--- config.mk ---
export PLATFORM = sky130hd
export DESIGN_NAME = gdr_ctrl
export DESIGN_NICKNAME = d
export VERILOG_FILES = /design/src/rtl/gdr_pkg.sv /design/src/rtl/gdr_ctrl.sv
export SDC_FILE = /design/constraint.sdc
export NUM_CORES = 1
export LEC_CHECK = 0
export BUFFER_PORTS_ARGS = -buffer_cell sky130_fd_sc_hd__buf_2
export CAP_MARGIN = 10
export CORE_AREA = 2 2 39 41
export CTS_BUF_LIST = sky130_fd_sc_hd__clkbuf_16
export DETAILED_ROUTE_END_ITERATION = 8
export DIE_AREA = 0 0 41 43
export GPL_TIMING_DRIVEN = 0
export PLACE_DENSITY = 0.73
export SYNTH_ARGS = -nofsm -noshare
export SYNTH_HDL_FRONTEND = slang
export SYNTH_SLANG_ARGS = --single-unit
--- constraint.sdc ---
create_clock -name clk -period 3.6 [get_ports clk]
set_clock_uncertainty 0.05 [all_clocks]
set_input_delay 0.18 -clock clk [delete_from_list [all_inputs] [get_ports clk]]
set_output_delay 0.18 -clock clk [all_outputs]
set_load 0.03 [all_outputs]
--- src/rtl/gdr_pkg.sv ---
// ----------------------------------------------------------------------------
// gdr_pkg
// Types and constants shared by the grid raycaster modules.
// ----------------------------------------------------------------------------
`timescale 1ns / 1ps

package gdr_pkg;

  // map and screen geometry
  localparam int MAP_W     = 64;
  localparam int MAP_H     = 64;
  localparam int MAP_AW    = 12;
  localparam int MAP_DEPTH = 4096;
  localparam int SCREEN_W  = 640;
  localparam int SCREEN_H  = 480;
  localparam int HALF_H    = SCREEN_H / 2;

  // divider operand widths
  localparam int DIV_NW = 36;
  localparam int DIV_DW = 24;

  localparam logic [23:0] DIST_MAX = 24'hFFFFFF;

  // configuration register indexes
  localparam int CFG_AW = 3;
  localparam logic [CFG_AW-1:0] CFG_PLAYER_X = 3'd0;
  localparam logic [CFG_AW-1:0] CFG_PLAYER_Y = 3'd1;
  localparam logic [CFG_AW-1:0] CFG_DIR_X    = 3'd2;
  localparam logic [CFG_AW-1:0] CFG_DIR_Y    = 3'd3;
  localparam logic [CFG_AW-1:0] CFG_PLANE_X  = 3'd4;
  localparam logic [CFG_AW-1:0] CFG_PLANE_Y  = 3'd5;

  // divider job select
  localparam logic [2:0] DS_DX   = 3'd1;
  localparam logic [2:0] DS_DY   = 3'd2;
  localparam logic [2:0] DS_PERP = 3'd3;
  localparam logic [2:0] DS_LH   = 3'd4;

  typedef struct packed {
    logic       operation;
    logic [9:0] column;
    logic [5:0] cell_x;
    logic [5:0] cell_y;
    logic       cell_wall;
  } gdr_in_t;

  typedef struct packed {
    logic [9:0] column_out;
    logic [8:0] strip_top;
    logic [8:0] strip_bottom;
    logic       hit_side;
    logic [1:0] face;
    logic [5:0] tex_column;
    logic       out_of_map;
  } gdr_out_t;

  typedef struct packed {
    logic        [13:0] player_x;
    logic        [13:0] player_y;
    logic signed [15:0] dir_x;
    logic signed [15:0] dir_y;
    logic signed [15:0] plane_x;
    logic signed [15:0] plane_y;
  } gdr_cam_t;

  typedef struct packed {
    logic       clr_en;
    logic       map_wr;
    logic       load_col;
    logic       div_start;
    logic [2:0] div_sel;
    logic       ray_mul;
    logic       ray_add;
    logic       side_init;
    logic       walk_step;
    logic       hit_mul;
    logic       out_load;
  } gdr_cmd_t;

  typedef struct packed {
    logic clr_last;
    logic div_done;
    logic walk_end;
  } gdr_sts_t;

endpackage

--- src/rtl/gdr_ctrl.sv ---
// ----------------------------------------------------------------------------
// gdr_ctrl
// Controller: sequences map clearing, writes and the per-column cast.
// ----------------------------------------------------------------------------
`timescale 1ns / 1ps

module gdr_ctrl import gdr_pkg::*; (
  input  logic     clk,
  input  logic     rst_n,
  input  logic     in_valid,
  input  logic     in_op,
  input  logic     out_free,
  input  gdr_sts_t sts,
  output logic     in_stall,
  output gdr_cmd_t cmd
);

  localparam logic [4:0] S_CLEAR   = 5'd0;
  localparam logic [4:0] S_IDLE    = 5'd1;
  localparam logic [4:0] S_RAY_MUL = 5'd4;
  localparam logic [4:0] S_RAY_ADD = 5'd5;
  localparam logic [4:0] S_DX_GO   = 5'd6;
  localparam logic [4:0] S_DX_W    = 5'd7;
  localparam logic [4:0] S_DY_GO   = 5'd8;
  localparam logic [4:0] S_DY_W    = 5'd9;
  localparam logic [4:0] S_SIDE    = 5'd10;
  localparam logic [4:0] S_STEP    = 5'd11;
  localparam logic [4:0] S_CHECK   = 5'd12;
  localparam logic [4:0] S_PERP_GO = 5'd13;
  localparam logic [4:0] S_PERP_W  = 5'd14;
  localparam logic [4:0] S_LH_GO   = 5'd15;
  localparam logic [4:0] S_LH_W    = 5'd16;
  localparam logic [4:0] S_HIT     = 5'd17;
  localparam logic [4:0] S_FIN     = 5'd18;

  logic [4:0] state_r;
  logic [4:0] state_nxt;

  assign in_stall = (state_r != S_IDLE);

  // next state and commands
  always_comb begin
    state_nxt = state_r;
    cmd       = '0;
    unique case (state_r)
      S_CLEAR: begin
        cmd.clr_en = 1'b1;
        if (sts.clr_last) state_nxt = S_IDLE;
      end
      S_IDLE: begin
        if (in_valid) begin
          if (in_op) begin
            cmd.map_wr = 1'b1;
          end else begin
            cmd.load_col = 1'b1;
            state_nxt    = S_RAY_MUL;
          end
        end
      end
      S_RAY_MUL: begin
        cmd.ray_mul = 1'b1;
        state_nxt   = S_RAY_ADD;
      end
      S_RAY_ADD: begin
        cmd.ray_add = 1'b1;
        state_nxt   = S_DX_GO;
      end
      S_DX_GO: begin
        cmd.div_start = 1'b1;
        cmd.div_sel   = DS_DX;
        state_nxt     = S_DX_W;
      end
      S_DX_W: begin
        cmd.div_sel = DS_DX;
        if (sts.div_done) state_nxt = S_DY_GO;
      end
      S_DY_GO: begin
        cmd.div_start = 1'b1;
        cmd.div_sel   = DS_DY;
        state_nxt     = S_DY_W;
      end
      S_DY_W: begin
        cmd.div_sel = DS_DY;
        if (sts.div_done) state_nxt = S_SIDE;
      end
      S_SIDE: begin
        cmd.side_init = 1'b1;
        state_nxt     = S_STEP;
      end
      S_STEP: begin
        cmd.walk_step = 1'b1;
        state_nxt     = S_CHECK;
      end
      S_CHECK: begin
        state_nxt = sts.walk_end ? S_PERP_GO : S_STEP;
      end
      S_PERP_GO: begin
        cmd.div_start = 1'b1;
        cmd.div_sel   = DS_PERP;
        state_nxt     = S_PERP_W;
      end
      S_PERP_W: begin
        cmd.div_sel = DS_PERP;
        if (sts.div_done) state_nxt = S_LH_GO;
      end
      S_LH_GO: begin
        cmd.div_start = 1'b1;
        cmd.div_sel   = DS_LH;
        state_nxt     = S_LH_W;
      end
      S_LH_W: begin
        cmd.div_sel = DS_LH;
        if (sts.div_done) state_nxt = S_HIT;
      end
      S_HIT: begin
        cmd.hit_mul = 1'b1;
        state_nxt   = S_FIN;
      end
      S_FIN: begin
        if (out_free) begin
          cmd.out_load = 1'b1;
          state_nxt    = S_IDLE;
        end
      end
      default: state_nxt = S_IDLE;
    endcase
  end

  always_ff @(posedge clk) begin
    if (!rst_n) begin
      state_r <= S_CLEAR;
    end else begin
      state_r <= state_nxt;
    end
  end

endmodule

==> metrics.md <==
| Metric | Value |
|---|---|
| Status | `finished clean` |
| Drt pass-1 iters | `5` |
| Max IR drop VDD | `0.297 mV` |
| Asr flop ratio synth | `0%` |
| Initial core utilization | `43.0%` |
| Startpoint types | `flip-flop` |
| Clock Power Share | `51.8%` |
| Max FFs per register | `5` |
| Post-CTS setup buffer count | `0` |
| Area grow syn2layout | `34.2%` |
| Hold_buf cts | `0` |
| Seq cells post-synth | `5` |
| CP Capture Type | `output pin` |
| GRT overflow | `0` |
| NetSw | `0.0995 mW` |
| Synth warn | `0` |
| Flop pwr share | `19.0%` |
| Syn Nets | `94` |
| Avg Cell Area, Syn | `6.93 um^2` |
| Row cnt | `14` |
| Number of port buffers | `21` |
| NumNets Final | `120` |
| DRC viols | `0` |
| Worst Path Buf+Inv | `3` |
| Post_cts resized | `0` |
| CTS max path bufs | `2` |
| # setup viols final | `0` |
| Via count | `730` |
| Max_slew headroom | `73.5%` |
| Fin crit period | `1.88 ns` |
| Die X | `41 um` |
| Final non-filler cell total | `127` |
| Crit path max-delay family | `buffers and inverters` |
| Antenna violations before repair | `0` |
| Crit path DAT | `1.65 ns` |
| Placed insts | `123` |
| Prevailing post-synth register cell | `dfxtp_1` |
| Total GRT Usage | `19.3%` |
| Fmax | `532 MHz` |
| Crit path max fanout | `10` |
| Clock slew at reported path FFs | `0.03 ns` |
| Pwr Density | `426 nW/um^2` |
| TNS Setup | `0 ns` |
| Leak | `0.366 nW` |
| Crit Path Category | `reg -> out` |
| First-pass GRT wire length | `2420 um` |
| Top reg by flops | `state_r` |
| CP Cell Sequence | `buf_4 -> buf_2 -> nand2_1 -> xnor2_1 -> nor3b_1 -> buf_2` |
| Initial drt markers | `33` |
| Int Pwr | `0.241 mW` |
| # IOs | `22` |
| Clk sinks | `5` |
| Die Footprint | `1760 um^2` |
| Largest net degree at the start of global routing | `11` |
| Skew-Pair Late Insertion Delay | `0.22 ns` |
| CP most frequent cell | `buf_2` |
| Final period util | `52.2%` |
| Die Y-Extent | `43 um` |
| Number of diodes | `0` |
| Distinct cell type count after synthesis | `37` |
| Layout cells sized above 1 | `31.5%` |
| Top flop regs | `state_r x5` |
| DR WL/cell | `12.1 um` |
| Ranking of synthesized cells by area | `dfxtp_1 (17%), nor2_1 (8.2%), nor2b_1 (5.3%)` |
| Routability congestion estimate | `0.907` |
| Worst EP required | `3.37 ns` |
| Via density | `5.75` |
| Final Max Tran Viols | `0` |
| EDFF count, synth | `0` |
| RSZ-0062 raised after global routing | `no` |
| Gate power share | `29.2%` |
| Vias in the first global route | `586` |
| Critical Path Max Stage Delay | `0.41 ns` |
| Hold Path Class | `in -> reg` |
| Share of the synthesized area in the top cell type | `16.8%` |
| Final Hold Viols | `0` |
| Hpwl dp | `1180 um` |
| Antenna viol nets, final | `0` |
| Sequential fraction of the synthesis area | `16.8%` |
| Syn Inst Count | `86` |
| Switching share of power | `29.2%` |
| Slowest cell on crit path | `dfxtp_1` |
| Yosys top cell by area | `dfxtp_1` |
| Post-Route WL | `1540 um` |
| Worst-Margin Slew | `0.395 ns` |
| TritonCTS buffer count | `3` |
| Max Cap Violations | `0` |
| TritonCTS clock tree | `done` |
| H-tree depth | `1` |
| Clock Root Buffer | `clkbuf_16` |
| Core area | `1380 um^2` |
| Post-Syn Area | `596 um^2` |
[final timing paths]
kind               from    endpoint  slack (ns)  depth (start not counted)
max reg2reg  state_r[2]  state_r[3]        2.06                          4
min reg2reg  state_r[1]  state_r[2]        0.65                          3
min               rst_n  state_r[0]        0.20                          2
max          state_r[0]      cmd[6]        1.72                          6
[cells in the mapped netlist (3+ instances only)]
master     n
a21oi_1    3
buf_2      5
dfxtp_1    5
nand2_1    7
nand2b_1   3
nand3_1    4
nor2_1    13
nor2b_1    5
nor3_1     5
o22ai_1    3
xnor2_1    3
[cells by family after synthesis]
family | synth area share [%]
AOI/OAI and AO/OA | 26.9
muxes | 3.57
xor gates and xnor gates | 4.41
DFF | 16.8
buffers and inverters | 7.35
and+or+nand+nor | 41.0
[per-stage QoR]
stage	setup slack [ns]	total power, mW	util, %	hold WS [ns]	instance area (um^2)
floorplan	1.70	0.139	-	0.256	596
global placement	1.96	0.163	52.1	0.428	721
detailed placement	1.94	0.163	52.1	0.431	721
CTS	1.70	0.343	57.8	0.199	800
global route	1.58	0.357	57.8	0.212	800
finish	1.72	0.340	57.8	0.202	800
[area by class of cell]
class / instances / area (um^2)
fill: 133 / 584
multi-input combinational: 72 / 452
timing repair buffer: 21 / 105
sequential: 5 / 100
clock buffer: 3 / 75.1
buffer: 6 / 32.5
tap: 16 / 20.0
inverter: 3 / 11.3
clock inverter: 1 / 3.75
[power by group through the flow]
stage	logic, mW	clock network, mW	registers, mW
after floorplan	0.0752	0	0.0641
after global placement	0.0971	0	0.0658
after detailed placement	0.0979	0	0.0655
after CTS	0.0985	0.180	0.0648
after global routing	0.108	0.183	0.0656
final	0.0994	0.176	0.0647
[placed cells by master, fill, tap and decap left out, types with 2 or more instances in the layout]
cell type / count
o21ai_0: 2
nand3_1: 4
nand2b_1: 3
nand2_1: 7
a32o_1: 2
nor2_1: 13
and2b_1: 2
inv_1: 3
buf_2: 26
nor2b_1: 5
o22ai_1: 3
a21oi_1: 3
xnor2_1: 3
nor3_1: 5
dfxtp_1: 5
clkbuf_16: 3
[worst reg2reg max path, cell delays in order, from the launching register on]
cell and delay [ns]:
dfxtp_1 0.35, nor3_1 0.39, o21ai_1 0.19, and3_4 0.24, a32o_1 0.21
[metal layers]
metal  global-route usage [%]  vias up  wire length [um]
li1                         -      364                 -
met1                     26.6      341               696
met2                     28.4       23               759
met3                     1.57        2                59
met4                     10.7        0                21
met5                        0        -                 0
Note: power is estimated with default switching activity, not from simulation.
